`src/hdl/psts_pkg.sv`:
```
// Package for the per-source traffic monitor: widths, table size, item and cell types.
// No dependencies.
package psts_pkg;

  localparam int MAX_SOURCES = 64;
  localparam int IDX_W       = $clog2(MAX_SOURCES);
  localparam int CNT_W       = $clog2(MAX_SOURCES + 1);
  localparam int CFG_IDX_W   = 1;
  localparam int CFG_DATA_W  = 32;

  localparam logic [CFG_IDX_W-1:0] REG_WARM_UP      = 1'd0;
  localparam logic [CFG_IDX_W-1:0] REG_RESET_OFFSET = 1'd1;

  localparam logic FUNC_RECORD = 1'b0;
  localparam logic FUNC_QUERY  = 1'b1;

  localparam logic [47:0] SAT48 = {48{1'b1}};
  localparam logic [31:0] SAT32 = {32{1'b1}};

  typedef struct packed {
    logic        func;
    logic [31:0] arrival_cycle;
    logic [9:0]  source_node;
    logic        is_head;
    logic [31:0] send_stamp;
  } in_item_t;

  typedef struct packed {
    logic        entry_hit;
    logic        dropped;
    logic [31:0] flit_count;
    logic [31:0] packet_count;
    logic [47:0] delay_total;
    logic [39:0] mean_delay_q8;
    logic [23:0] rate_q16;
    logic [31:0] all_flits;
    logic [31:0] all_packets;
    logic [6:0]  sources_seen;
    logic [39:0] all_mean_delay_q8;
    logic        div_by_zero;
  } out_item_t;

  // Per-source figures held in one cell.
  typedef struct packed {
    logic        valid;
    logic [9:0]  source;
    logic [31:0] flits;
    logic [31:0] packets;
    logic [47:0] delay_sum;
    logic [31:0] last_arrival;
  } entry_t;

  // Search token passed down the cell chain.
  typedef struct packed {
    logic        active;
    logic        update;
    logic [9:0]  source;
    logic        is_head;
    logic [31:0] delay;
    logic [31:0] last_arrival;
    logic        found;
    entry_t      hit;
  } probe_t;

  function automatic logic [31:0] inc_sat32(input logic [31:0] v);
    return (v == SAT32) ? v : v + 32'd1;
  endfunction

  function automatic logic [47:0] add_sat48(input logic [47:0] a, input logic [31:0] b);
    logic [48:0] s;
    s = {1'b0, a} + {17'd0, b};
    return s[48] ? SAT48 : s[47:0];
  endfunction

endpackage

```
`src/hdl/psts_div.sv`:
```
// Restoring serial divider: floor(num / den), one quotient bit per cycle.
// Depends on psts_pkg.
module psts_div (
  input  logic        clk,
  input  logic        rst_n,
  input  logic        start,
  input  logic [55:0] num,
  input  logic [31:0] den,
  output logic        done,
  output logic [55:0] quo
);
  import psts_pkg::*;

  logic [55:0] q_r, q_nxt;
  logic [32:0] rem_r, rem_nxt;
  logic [31:0] den_r;
  logic [5:0]  cnt_r, cnt_nxt;
  logic        busy_r, busy_nxt, done_r, done_nxt;
  logic [32:0] trial;

  // Shift in one numerator bit and try a subtract.
  always_comb begin
    q_nxt    = q_r;
    rem_nxt  = rem_r;
    cnt_nxt  = cnt_r;
    busy_nxt = busy_r;
    done_nxt = 1'b0;
    trial    = {rem_r[31:0], q_r[55]};
    if (start) begin
      q_nxt    = num;
      rem_nxt  = '0;
      cnt_nxt  = 6'd55;
      busy_nxt = 1'b1;
    end else if (busy_r) begin
      if (trial >= {1'b0, den_r}) begin
        rem_nxt = trial - {1'b0, den_r};
        q_nxt   = {q_r[54:0], 1'b1};
      end else begin
        rem_nxt = trial;
        q_nxt   = {q_r[54:0], 1'b0};
      end
      if (cnt_r == 6'd0) begin
        busy_nxt = 1'b0;
        done_nxt = 1'b1;
      end else begin
        cnt_nxt = cnt_r - 6'd1;
      end
    end
  end

  always_ff @(posedge clk) begin
    if (start) den_r <= den;
    q_r   <= q_nxt;
    rem_r <= rem_nxt;
    if (!rst_n) begin
      busy_r <= 1'b0;
      done_r <= 1'b0;
      cnt_r  <= '0;
    end else begin
      busy_r <= busy_nxt;
      done_r <= done_nxt;
      cnt_r  <= cnt_nxt;
    end
  end

  assign done = done_r;
  assign quo  = q_r;
endmodule

```
`config.mk`:
```
export PLATFORM = sky130hd
export DESIGN_NAME = psts_div
export DESIGN_NICKNAME = d
export VERILOG_FILES = /design/src/hdl/psts_pkg.sv /design/src/hdl/psts_div.sv
export SDC_FILE = /design/constraint.sdc
export NUM_CORES = 1
export LEC_CHECK = 0
export ABC_AREA = 1
export ABC_CLOCK_PERIOD_IN_PS = 4080
export BUFFER_PORTS_ARGS = -buffer_cell sky130_fd_sc_hd__buf_2
export CAP_MARGIN = 20
export CORE_ASPECT_RATIO = 0.6
export CORE_MARGIN = 3
export CORE_UTILIZATION = 58
export CTS_BUF_LIST = sky130_fd_sc_hd__clkbuf_4 sky130_fd_sc_hd__clkbuf_8
export DETAILED_ROUTE_END_ITERATION = 10
export GPL_ROUTABILITY_DRIVEN = 0
export PLACE_DENSITY = 0.91
export SLEW_MARGIN = 20
export SYNTH_ARGS = -nofsm -noshare
export SYNTH_HDL_FRONTEND = slang
export SYNTH_SLANG_ARGS = --single-unit
```
`constraint.sdc`:
```
create_clock -name clk -period 4.08 [get_ports clk]
set_input_delay 0.612 -clock clk [delete_from_list [all_inputs] [get_ports clk]]
set_output_delay 0.612 -clock clk [all_outputs]
set_load 0.01 [all_outputs]
```
# Word-level counts from Yosys, hierarchy flattened
# Cells that the tools add are included.
# op_classes
magnitude_cmp,1
addsub,2
muxes,11
reduce_logical,6
n_eq_ne,1
n_bitwise,3
# ops
op,n
$mux 56,2
$ge 33x32->1,1
$mux 32,1
$sub 32x32->32,1
$mux 6,3
$logic_not 6->1,1
$sub 6x1->6 const B,1
$mux 1,5
$reduce_and 2->1,2
$not 1->1,3
$reduce_or 3->1,1
$ne 2x2->1 const B,1
$reduce_bool 2->1,1
$reduce_or 2->1,1
# totals
elab_cells,31
output_inout_bits,57
reg_bits,128
input_bits,91

# Logic depth before layout (Yosys ltp)
# logic_depth
word_depth,4
depth_mapped,17
depth_no_buf,16

# Worst setup path after synthesis
# No wires, ideal clock.
# synth_timing
kind,input -> register
start,in start
end,"reg q_r[0], in the netlist quo[0] (enable)"
arrival_ps,2745
cell_stages,4
path_buffers,2
setup_ps,443
t_required_ps,3637
setup_slack_ps,892
cell_sequence,clkbuf_1 -> nor2_1 -> inv_1 -> clkbuf_1
# synth_between
elab_chain_cells,1
# synth_lines
item,line_no,source
"start, declared",psts_div.sv:6,"input logic start,"
$reduce_bool 2->1 (no line),--,
"end signal, assigned",psts_div.sv:53,q_r <= q_nxt;
"end, declared",psts_div.sv:14,"logic [55:0] q_r, q_nxt;"
# No other way between the ends.
# A chain may end at the register's enable or synchronous reset.

# Worst setup path in the final report
# layout_timing
start,reg den_r[6]
end,reg rem_r[8]
# layout_between
elab_chain_cells,2
elab_cells_between_ends,3
classes_between,add/sub: 1; order compare: 1; mux: 1
# layout_lines
item,line_no,source
"start, declared",psts_div.sv:16,logic [31:0] den_r;
"start signal, assigned",psts_div.sv:52,if (start) den_r <= den;
$sub 32x32->32 / $ge 33x32->1 (equally long branches),"psts_div.sv:36, psts_div.sv:35",
$mux 32 (*),psts_div.sv:35,"if (trial >= {1'b0, den_r}) begin"
"end signal, assigned",psts_div.sv:54,rem_r <= rem_nxt;
"end, declared",psts_div.sv:15,"logic [32:0] rem_r, rem_nxt;"
# Every way passes the cells marked *; elsewhere a longest branch is shown, timed or not.

==> flow_metrics.env <==
export IMPL_maxSlewHeadroom_pct=40.9
export IMPL_dr_pass1_iters=6
export IMPL_final_max_slew_viol_count=0
export IMPL_synthTopCellsByCount="490 x nand2_1, 184 x inv_1, 88 x edfxtp_1, 71 x nand3_1, 45 x nor2_1"
export IMPL_crit_top_cell="nand2_1"
export IMPL_path_cells="inv_1, ha_1, nand2_1, nand2_1, nand2_1, nand2_1, inv_1, nand3_2, nand2_1, nand2_2, nand2_4, nand2_8, nand2_1, nand3_1, o21ai_1"
export IMPL_path_max_fanout=34
export IMPL_cts_sinks=128
export IMPL_dp_hpwl_um=15200
export IMPL_post_cts_buffers=0
export IMPL_vdd_ir_drop_max_uv=211
export IMPL_hp_class="input pin to flip-flop"
export IMPL_whs_path_depth=1
export IMPL_ys_types=38
export IMPL_die_area_um2=15300
export IMPL_syn_inst=1106
export IMPL_whs_endpoint="den_r[19]"
export IMPL_r2r_start="den_r[6]"
export IMPL_synthMuxAreaShare_pct=0
export IMPL_drv_cap=0
export IMPL_cpPeakStageDelay_ns=0.39
export IMPL_die_y_um=97.0
export IMPL_wirelength_um=20600
export IMPL_worstRegToRegCells=15
export IMPL_io_buffers=147
export IMPL_synth_area_um2=8000
export IMPL_cts_buffers=17
export IMPL_diodes=0
export IMPL_r2r_setup_slack_ns=1.43
export IMPL_grt_use_total_pct=27.3
export IMPL_synthMostInstantiatedCell="nand2_1"
export IMPL_tightest_slew_ns=0.881
export IMPL_synth_top_family_by_area="simple AND/OR/NAND/NOR gates"
export IMPL_rsz0062_at_grt="no"
export IMPL_finalHoldViolations=0
export IMPL_drt_iter0_markers=900
export IMPL_path_class="flip-flop to flip-flop"
export IMPL_cts_root_buffer="clkbuf_8"
export IMPL_timing_setup_tns_ns=0
export IMPL_synthSimpleGateAreaFrac_pct=35.7
export IMPL_clock_skew_ns=0.0116
export IMPL_synth_top_cell_by_area="edfxtp_1"
export IMPL_final_antenna_net_count=0
export IMPL_core_area_um2=13200
export IMPL_postCtsHoldBufs=0
export IMPL_finalCritPeriodShare_pct=64.8
export IMPL_endpoint_kind="flip-flop"
export IMPL_intPower_mw=2.11
export IMPL_pre_cts_ws_ns=1.39
export IMPL_synth_seq_cells=128
export IMPL_synth_xor_area_share_pct=1.75
export IMPL_hp_start="den[19]"
export IMPL_wl_per_cell_um=14.4
export IMPL_cellLeakagePower_nw=5.06
export IMPL_setup_viol=0
export IMPL_syn_nets=1232
export IMPL_r2r_end="rem_r[8]"
export IMPL_initial_core_util_pct=60.7
export IMPL_grt_ovfl_total=0
export IMPL_die_width_um=158
export IMPL_crit_required_ns=4.44
export IMPL_cts_path_max_buffers=2
export IMPL_synth_fa_ha_area_share_pct=5.57
export IMPL_layout_drive_gt1_share_pct=17.2
export IMPL_area_growth_pct=15.1
export IMPL_path_buf_inv=2
export IMPL_fmax_ghz=0.378
export IMPL_clock_latency_ns=0.44
export IMPL_vias_per_cell=5.26
export IMPL_pwr_share_comb_pct=14.5
export IMPL_ctsResizeCount=0
export IMPL_async_flop_share_pct=0
export IMPL_worst_setup_path_start_kind="flip-flop"
export IMPL_synthTopCellsByArea="edfxtp_1 33%, nand2_1 23%, dfxtp_1 10%"
export IMPL_fin_nets=1377
export IMPL_switching_share_pct=30.5
export IMPL_grt_pass1_wl_um=33500
export IMPL_pin_count=148
export IMPL_ys_seq_area_share_pct=43.0
export IMPL_remaining_drc_errors=0
export IMPL_power_share_clock_pct=34.7
export IMPL_switchingPower_uw=927
export IMPL_fin_crit_ns=2.65
export IMPL_avgSynthCellArea_um2=7.23
export IMPL_fin_ws_ns=1.43
export IMPL_synth_edf_count=88
export IMPL_synth_compound_area_share_pct=2.94
export IMPL_cpMaxStageDelayCell="nand2_4"
export IMPL_seqPwrFrac_pct=50.8
export IMPL_antenna_found_initial=0
export IMPL_status="finished clean"
export IMPL_synth_flop_cell="edfxtp_1"
export IMPL_cts_tree="built"
export IMPL_grt_max_degree=67
export IMPL_fillCellCount=1050
export IMPL_row_count=32
export IMPL_path_clk_slew_ns=0.09
export IMPL_worstPathArrival_ns=3.00
export IMPL_p_per_area_nw_per_um2=330
export IMPL_critPathTopFamily="simple AND/OR/NAND/NOR gates"
export IMPL_synth_top_area_share_pct=33.0
export IMPL_num_vias=7541
export IMPL_yosysWarnings=0
export IMPL_htree_levels=4
export IMPL_grt_pass1_vias=6981
kinds of logic (layout without fill, tap and decap cells):
kind of cell | count (synthesis) | after routing
fa+ha+maj | 35 | 35
simple gates | 669 | 669
xor+xnor | 16 | 16
compound gates | 43 | 43
flops | 128 | 128
buf+inv | 215 | 373
per-layer routing:
| metal | routed length, um | global-route usage [%] |
|---|---|---|
| met1 | 9280 | 40.9 |
| met2 | 8600 | 39.8 |
| met3 | 2480 | 7.33 |
| met4 | 223 | 5.40 |
| met5 | 0 | 0 |
cells in the final DEF, fill, tap and decap left out, types with 2 or more instances in the layout:
| cell | netlist | layout |
|---|---|---|
| nand2_1 | 490 | 490 |
| inv_1 | 184 | 183 |
| buf_2 | 3 | 146 |
| edfxtp_1 | 88 | 88 |
| nand3_1 | 71 | 71 |
| nor2_1 | 45 | 44 |
| dfxtp_1 | 40 | 40 |
| ha_1 | 34 | 34 |
| a21oi_1 | 19 | 19 |
| nand3b_1 | 17 | 17 |
| clkbuf_8 | 0 | 17 |
| xnor2_1 | 14 | 14 |
| nand3_2 | 12 | 12 |
| nand4_1 | 8 | 8 |
| o21ai_1 | 8 | 8 |
| buf_4 | 2 | 8 |
| o21ai_0 | 7 | 7 |
| nor2_2 | 6 | 7 |
| nor3_1 | 5 | 5 |
| nand2_2 | 5 | 5 |
| inv_6 | 0 | 5 |
| o21bai_1 | 4 | 4 |
| inv_8 | 0 | 4 |
| and2_1 | 3 | 3 |
| inv_2 | 2 | 3 |
| clkinv_4 | 0 | 3 |
| o21a_1 | 2 | 2 |
| nor4_1 | 2 | 2 |
| xor2_1 | 2 | 2 |
| a31oi_1 | 2 | 2 |
sequential cells by signal, summed over array words and instances, names as in the netlist:
register  flops
quo          56
den_r        32
rem_r        32
cnt_r         6
busy_r        1
done          1
stage by stage:
step | util [%] | cells | cell area, um2 | hold WS [ns] | power, mW
after global routing | 69.9 | 1434 | 9210 | 0.318 | 3.18
after detailed placement | 67.0 | 1402 | 8830 | 0.463 | 2.00
after floorplan | - | 1106 | 8000 | 0.442 | 1.82
after global placement | 67.0 | 1402 | 8830 | 0.455 | 1.99
after CTS | 69.9 | 1434 | 9210 | 0.322 | 3.05
final | 69.9 | 1434 | 9210 | 0.343 | 3.04
area by class of cell:
class | instances | area (um2) | area share (%)
clock inverter | 15 | 144 | 1.56
inverter | 187 | 702 | 7.62
clock buffer | 17 | 234 | 2.54
multi-input combinational | 763 | 3680 | 40.0
tap | 170 | 213 | 2.31
timing repair buffer | 154 | 791 | 8.59
sequential | 128 | 3440 | 37.4
power groups by stage:
stage	logic, mW	clock network (mW)	registers, mW
3_5_place_dp	0.434	0	1.57
2_1_floorplan	0.227	0	1.59
5_1_grt	0.494	1.13	1.55
3_3_place_gp	0.422	0	1.57
4_1_cts	0.438	1.07	1.54
6_report	0.442	1.05	1.54
how the worst max path moves through the flow:
stage,startpoint,endpoint,slack (ns),cells past startpoint
2_1_floorplan,start,quo[0],0.89,4
3_3_place_gp,start,quo[4],1.47,5
3_5_place_dp,start,quo[44],1.39,5
4_1_cts,den_r[29],rem_r[8],1.51,13
5_1_grt,den_r[18],rem_r[8],1.24,15
6_report,den_r[6],rem_r[8],1.43,15
Power figures use the tool's default switching activity.
