$ cat src/hdl/psts_pkg.sv
// Package for the per-source traffic monitor: widths, table size, item and cell types.
// No dependencies.
package psts_pkg;

  localparam int MAX_SOURCES = 64;
  localparam int IDX_W       = $clog2(MAX_SOURCES);
  localparam int CNT_W       = $clog2(MAX_SOURCES + 1);
  localparam int CFG_IDX_W   = 1;
  localparam int CFG_DATA_W  = 32;

  localparam logic [CFG_IDX_W-1:0] REG_WARM_UP      = 1'd0;
  localparam logic [CFG_IDX_W-1:0] REG_RESET_OFFSET = 1'd1;

  localparam logic FUNC_RECORD = 1'b0;
  localparam logic FUNC_QUERY  = 1'b1;

  localparam logic [47:0] SAT48 = {48{1'b1}};
  localparam logic [31:0] SAT32 = {32{1'b1}};

  typedef struct packed {
    logic        func;
    logic [31:0] arrival_cycle;
    logic [9:0]  source_node;
    logic        is_head;
    logic [31:0] send_stamp;
  } in_item_t;

  typedef struct packed {
    logic        entry_hit;
    logic        dropped;
    logic [31:0] flit_count;
    logic [31:0] packet_count;
    logic [47:0] delay_total;
    logic [39:0] mean_delay_q8;
    logic [23:0] rate_q16;
    logic [31:0] all_flits;
    logic [31:0] all_packets;
    logic [6:0]  sources_seen;
    logic [39:0] all_mean_delay_q8;
    logic        div_by_zero;
  } out_item_t;

  // Per-source figures held in one cell.
  typedef struct packed {
    logic        valid;
    logic [9:0]  source;
    logic [31:0] flits;
    logic [31:0] packets;
    logic [47:0] delay_sum;
    logic [31:0] last_arrival;
  } entry_t;

  // Search token passed down the cell chain.
  typedef struct packed {
    logic        active;
    logic        update;
    logic [9:0]  source;
    logic        is_head;
    logic [31:0] delay;
    logic [31:0] last_arrival;
    logic        found;
    entry_t      hit;
  } probe_t;

  function automatic logic [31:0] inc_sat32(input logic [31:0] v);
    return (v == SAT32) ? v : v + 32'd1;
  endfunction

  function automatic logic [47:0] add_sat48(input logic [47:0] a, input logic [31:0] b);
    logic [48:0] s;
    s = {1'b0, a} + {17'd0, b};
    return s[48] ? SAT48 : s[47:0];
  endfunction

endpackage

$ cat src/hdl/psts_cell.sv
// One table entry cell: compares the passing probe, updates or allocates itself.
// Depends on psts_pkg.
module psts_cell (
  input  logic               clk,
  input  logic               rst_n,
  input  psts_pkg::probe_t   probe_in,
  input  logic               alloc,
  output psts_pkg::probe_t   probe_out
);
  import psts_pkg::*;

  entry_t ent_r, ent_nxt;
  probe_t prb_r, prb_nxt;
  logic   match;

  assign match = probe_in.active && ent_r.valid && (ent_r.source == probe_in.source);

  // Update own entry on hit or allocation; forward probe with captured figures.
  always_comb begin
    ent_nxt = ent_r;
    prb_nxt = probe_in;
    if (probe_in.active && probe_in.update && (match || alloc)) begin
      if (alloc) begin
        ent_nxt = '0;
        ent_nxt.valid  = 1'b1;
        ent_nxt.source = probe_in.source;
      end
      ent_nxt.flits = inc_sat32(alloc ? 32'd0 : ent_r.flits);
      if (probe_in.is_head) begin
        ent_nxt.packets   = inc_sat32(alloc ? 32'd0 : ent_r.packets);
        ent_nxt.delay_sum = add_sat48(alloc ? 48'd0 : ent_r.delay_sum, probe_in.delay);
      end
      ent_nxt.last_arrival = probe_in.last_arrival;
    end
    if (match || (alloc && probe_in.active && probe_in.update)) begin
      prb_nxt.found = 1'b1;
      prb_nxt.hit   = ent_nxt;
    end
  end

  always_ff @(posedge clk) begin
    if (!rst_n) begin
      ent_r <= '0;
      prb_r <= '0;
    end else begin
      ent_r <= ent_nxt;
      prb_r <= prb_nxt;
    end
  end

  assign probe_out = prb_r;
endmodule

$ cat config.mk
export PLATFORM = sky130hd
export DESIGN_NAME = psts_cell
export DESIGN_NICKNAME = d
export VERILOG_FILES = /design/src/hdl/psts_pkg.sv /design/src/hdl/psts_cell.sv
export SDC_FILE = /design/constraint.sdc
export NUM_CORES = 1
export LEC_CHECK = 0
export BUFFER_PORTS_ARGS = -buffer_cell sky130_fd_sc_hd__buf_4
export CORE_MARGIN = 2
export CORE_UTILIZATION = 55
export CTS_CLUSTER_DIAMETER = 150
export CTS_CLUSTER_SIZE = 28
export DETAILED_ROUTE_END_ITERATION = 7
export MAX_ROUTING_LAYER = met4
export PLACE_DENSITY_LB_ADDON = 0.2
export SLEW_MARGIN = 40
export SYNTH_ARGS = -nofsm -noshare
export SYNTH_HDL_FRONTEND = slang
export SYNTH_SLANG_ARGS = --single-unit
$ cat constraint.sdc
create_clock -name clk -period 15.75 [get_ports clk]
set_input_delay 3.15 -clock clk [delete_from_list [all_inputs] [get_ports clk]]
set_output_delay 3.15 -clock clk [all_outputs]
set_load 0.02 [all_outputs]
* Word level (Yosys, flattened, before mapping) *
Cells that the tools add are included.

operators by class
  $add $sub $neg = 3
  multiplexer cells = 10
  equal/unequal tests = 3
  reductions and logical operators = 8

operators with widths
  operator                                       number
  2-to-1 mux 155 bit                             2
  2-to-1 mux 156 bit                             1
  2-to-1 mux 32 bit                              4
  2-to-1 mux 48 bit                              2
  2-to-1 mux 80 bit                              1
  adder 32 x 1 -> 32 bit, second input constant  2
  == test 32 bit, second input constant          2
  adder 48 x 32 -> 49 bit                        1
  == test 10 bit                                 1
  logical AND 1 bit                              6
  logical OR 1 bit                               2

storage, ports and cells
  word-level logic and storage cells = 43
  register bits = 388
  input port bits = 236
  output and inout port bits = 233

* Depth between registers and ports, before layout *
  word-level depth = 6
  mapped depth = 19
  mapped depth without buffers = 12

* Worst setup path after synthesis *
OpenSTA, ideal clock, no wires.

  kind = input to register
  start = input port alloc
  end = register prb_r (netlist bit probe_out[62])
  arrival = 7.037 ns
  setup time = 0.120 ns
  buffers on the path = 6
  data required time = 15.630 ns
  stages = 17
  path slack = 8.593 ns
  path through = buf_2 -> buf_2 -> clkbuf_1 -> clkbuf_1 -> clkbuf_1 -> clkbuf_1 -> nor2b_1 -> ha_1 -> a21o_1 -> a221oi_2 -> o31ai_1 -> a2111oi_0 -> nor2_1 -> o41ai_1 -> xor2_1 -> a21oi_1 -> o31a_1

on the way
  longest elaborated chain between the ends = 6
  elaborated cells on any way between the ends = 12
  those cells by class = add/sub (1); mux (6); reduce/logical (5)

ends and longest elaborated chain
  element                  line             text
  start, declared          psts_cell.sv:7   input logic alloc,
  2-to-1 mux 48 bit        psts_cell.sv:31  ent_nxt.delay_sum = add_sat48(alloc ? 48'd0 : ent_r.delay_sum, probe_in.delay);
  adder 48 x 32 -> 49 bit  psts_pkg.sv:71   s = {1'b0, a} + {17'd0, b};
  2-to-1 mux 48 bit        psts_pkg.sv:72   return s[48] ? SAT48 : s[47:0];
  2-to-1 mux 80 bit        psts_cell.sv:29  if (probe_in.is_head) begin
  2-to-1 mux 155 bit       psts_cell.sv:22  if (probe_in.active && probe_in.update && (match || alloc)) begin
  2-to-1 mux 156 bit (*)   psts_cell.sv:35  if (match || (alloc && probe_in.active && probe_in.update)) begin
  end signal, assigned     psts_cell.sv:47  prb_r <= prb_nxt;
  end, declared            psts_cell.sv:13  probe_t prb_r, prb_nxt;

Every way passes the cells marked *; elsewhere a longest branch is shown, timed or not.
A chain may end at the register's enable or synchronous reset.

* Worst setup path in the final report *
  start = input port alloc
  end = register prb_r (netlist bit probe_out[58])

Same word-level chain as after synthesis.

==> results.yml <==
outcome:
  run_status: "finished, final reports clean"
sta:
  skew_final_ps: 26.2
  slew_viol_final: 0
  max-slew-margin-rel_pct: 44.7
  fin_crit_ps: 7040
  max_clock_freq_mhz: 142
  number_of_endpoints_with_negative_hold_slack_in_the_final_report: 0
  finalHoldWorstSlack_ps: 488
  final.period_utilization_pct: 44.7
  fin_ws_ps: 8710
  setup_tns_ps: 0
  setup_viol_count_final: 0
  worst_pin_slew_ps: 830
  rsz_0062_raised_after_global_routing: "no"
clocking:
  postCtsResizedCells: 0
  clock_tree_buffer_depth: 3
  clkLatencyLatePin_ps: 530
  cts.repair_timing.setup_buffer_count: 0
  cts.htree.levels: 1
  cts_hold_buf: 0
  numCtsBuffers: 17
  cts-root-buf: "sky130_fd_sc_hd__clkbuf_16"
  tritoncts_clock_tree: "built"
  clock-sinks: 388
  cts.clk_slew.worst_paths_ps: 110
power_and_ir_drop:
  static-leakage-power_nw: 9.43
  power_density_nw_per_um2: 86.7
  power_switching_share_pct: 26.6
  power.net_switching_uw: 496
  internal_power_mw: 1.37
  sequentialPowerShare_pct: 55.8
  irDropWorstVdd_mv: 0.0717
  p_comb_share_pct: 16.3
  clkPwrFrac_pct: 27.9
floorplan:
  rows: 65
  horizontal_extent_of_the_die_um: 182
  fp.dieArea_um2: 33000
  floorplan.initialDensity_pct: 55.4
  area_of_the_core_um2: 31300
  dieHeight_um: 182
  top_level_ports: 469
placement:
  detailed_place_hpwl_um: 39900
  portBuffers: 468
  place_ws_ps: 8250
  routabilityCongestion: 0.940
global_route:
  grt_antenna_before_repair: 2
  vias_in_the_first_global_route: 15627
  grt.overflow.total: 0
  tot_gr_track_use_pct: 33.2
  grt_first_pass_wirelength_um: 85300
  grt_start_max_net_pins: 127
logic_synthesis:
  yosys_warnings: 0
  syn_avg_cell_area_um2: 8.37
  synth_enable_flop_cells: 0
  post_synth_inst_count: 2071
  syn_nets: 2342
  ys_types: 76
  async_reset_ff_share_pct: 0
  postSynthRegisterBits: 388
  synth-main-ff-cell: "sky130_fd_sc_hd__dfxtp_1"
  synth_sequential_area_ratio_pct: 44.8
  post_synth_instance_area_um2: 17300
detailed_routing:
  vias: 16586
  routed_wire_length_per_instance_um: 19.6
  antenna_left: 0
  first_iter_violations: 1361
  routed_via_density: 5.84
  drcViolationCount: 0
  postRouteWirelength_um: 55800
  drt_pass1_iterations: 7
layout:
  mostFrequentLayoutCell: "sky130_fd_sc_hd__buf_4"
  layout-drive-gt1-share_pct: 21.6
  final_nets: 2709
  postLayoutCoreUtil_pct: 68.6
  layout_common_cells: "475 x sky130_fd_sc_hd__buf_4, 388 x sky130_fd_sc_hd__dfxtp_1, 247 x sky130_fd_sc_hd__nor2_1"
  flow.area_growth_from_synthesis_pct: 23.9
flow_run:
  cap_viol_max_count: 0
setup_path:
  critPathArrivalTime_ps: 7450
  critical_path_required_ps: 16170
  timing.critical_path.max_delay_family: "simple AND/OR/NAND/NOR gates"
  worst_setup_path_start_kind: "input pin"
  crit_path_max_delay_cell_type: "sky130_fd_sc_hd__nand2b_1"
  timing.critical_path.to_type: "flop"
  crit_top_cell: "sky130_fd_sc_hd__o21ai_0"
  timing_worst_setup_path_type: "in2reg"
  critPathBufInv: 2
  critical_path.max_stage_delay_ps: 650
  crit_chain: "buf_4 > buf_4 > nor2b_1 > ha_1 > a21oi_1 > o21ai_0 > a221oi_1 > or2_2 > nand3_1 > nand2b_1 > nand2_1 > o21ai_0 > o21ai_0"
  cp_max_fo: 53
min_path:
  timing.hold.worst.class: "reg2reg"
## cell type report
| class | instances | area, um^2 |
|---|---|---|
| clock buffers | 17 | 425 |
| multi-input cells | 1531 | 9040 |
| repair buffers | 481 | 3640 |
| inverters | 19 | 76.3 |
| diodes | 2 | 5.00 |
| fillers | 2582 | 9820 |
| flip-flops and latches | 388 | 7770 |
| well taps | 402 | 503 |
| clock inverters | 1 | 30.0 |
## state kept, by name (all words and copies together) (netlist names)
register,flops
ent_r,155
probe_out,233
## power by group through the flow
stage | clock network [mW] | logic [mW] | registers, mW
floorplan | 0 | 0.112 | 1.10
global placement | 0 | 0.299 | 1.06
detailed placement | 0 | 0.302 | 1.06
CTS | 0.525 | 0.303 | 1.04
global route | 0.552 | 0.324 | 1.04
finish | 0.519 | 0.304 | 1.04
## synth_stat cells, types with 8 or more instances
cell type / count / share of area [%]
sky130_fd_sc_hd__a311oi_1: 13 / 0.66
sky130_fd_sc_hd__o31ai_1: 9 / 0.39
sky130_fd_sc_hd__or3_1: 15 / 0.54
sky130_fd_sc_hd__o21a_1: 36 / 1.6
sky130_fd_sc_hd__o21ai_1: 19 / 0.55
sky130_fd_sc_hd__mux2i_1: 43 / 2.5
sky130_fd_sc_hd__and2_1: 112 / 4.0
sky130_fd_sc_hd__o211ai_1: 14 / 0.61
sky130_fd_sc_hd__dfxtp_1: 388 / 45
sky130_fd_sc_hd__a211oi_1: 50 / 2.2
sky130_fd_sc_hd__o21ai_0: 90 / 2.6
sky130_fd_sc_hd__nand4_1: 26 / 0.94
sky130_fd_sc_hd__a21o_1: 13 / 0.56
sky130_fd_sc_hd__a21oi_1: 149 / 4.3
sky130_fd_sc_hd__buf_1: 8 / 0.17
sky130_fd_sc_hd__nor2b_1: 43 / 1.6
sky130_fd_sc_hd__nor3_1: 32 / 0.92
sky130_fd_sc_hd__and3_1: 40 / 1.4
sky130_fd_sc_hd__ha_1: 34 / 2.5
sky130_fd_sc_hd__a2bb2oi_1: 8 / 0.40
sky130_fd_sc_hd__nand2_1: 219 / 4.7
sky130_fd_sc_hd__nor4_1: 8 / 0.29
sky130_fd_sc_hd__nor2_1: 252 / 5.5
sky130_fd_sc_hd__inv_1: 18 / 0.39
sky130_fd_sc_hd__buf_2: 9 / 0.26
sky130_fd_sc_hd__xor2_1: 39 / 2.0
sky130_fd_sc_hd__nand3_1: 92 / 2.7
sky130_fd_sc_hd__clkbuf_1: 115 / 2.5
sky130_fd_sc_hd__a31oi_1: 26 / 0.94
sky130_fd_sc_hd__xnor2_1: 39 / 2.0
## kinds of logic (layout without fill, tap and decap cells)
| family | Yosys count | count (layout) | synth area share, % |
|---|---|---|---|
| adders and majority gates | 35 | 35 | 2.57 |
| other | 0 | 2 | 0 |
| xor gates and xnor gates | 78 | 78 | 3.94 |
| DFF | 388 | 388 | 44.8 |
| muxes | 46 | 46 | 2.68 |
| and+or+nand+nor | 886 | 886 | 24.9 |
| AOI/OAI and AO/OA | 486 | 486 | 17.7 |
| buffers and inverters | 152 | 518 | 3.38 |
## routing by layer
layer / share of wire, % / GRT usage (%) / wire [um]
met4: 4.1 / 12.9 / 2280
met3: 7.2 / 5.09 / 4020
met5: 0 / - / 0
met2: 47 / 54.0 / 26200
met1: 42 / 41.8 / 23300
## tightest hold or removal path, stage by stage, from the launching register on
cell and delay (ps):
sky130_fd_sc_hd__dfxtp_1 330, sky130_fd_sc_hd__nand2_1 70, sky130_fd_sc_hd__a21oi_1 60
## through the flow
step                      total power, mW  instance area [um^2]  std cells
after floorplan                      1.22                 17300       2071
after global placement               1.36                 21000       2821
after detailed placement             1.36                 21000       2821
after CTS                            1.87                 21500       2839
after global routing                 1.92                 21500       2841
final                                1.86                 21500       2841
## worst paths after layout
kind | startpoint | end | slack (ps) | depth (start not counted)
setup / recovery | alloc | probe_out[58]$_SDFF_PN0_ | 8710 | 13
hold / removal | ent_r[38]$_SDFF_PN0_ | ent_r[38]$_SDFF_PN0_ | 490 | 2
setup reg to reg | ent_r[32]$_SDFF_PN0_ | probe_out[58]$_SDFF_PN0_ | 11640 | 12
hold reg to reg | ent_r[38]$_SDFF_PN0_ | ent_r[38]$_SDFF_PN0_ | 490 | 2
No activity file was read; power rests on OpenSTA's default activity.
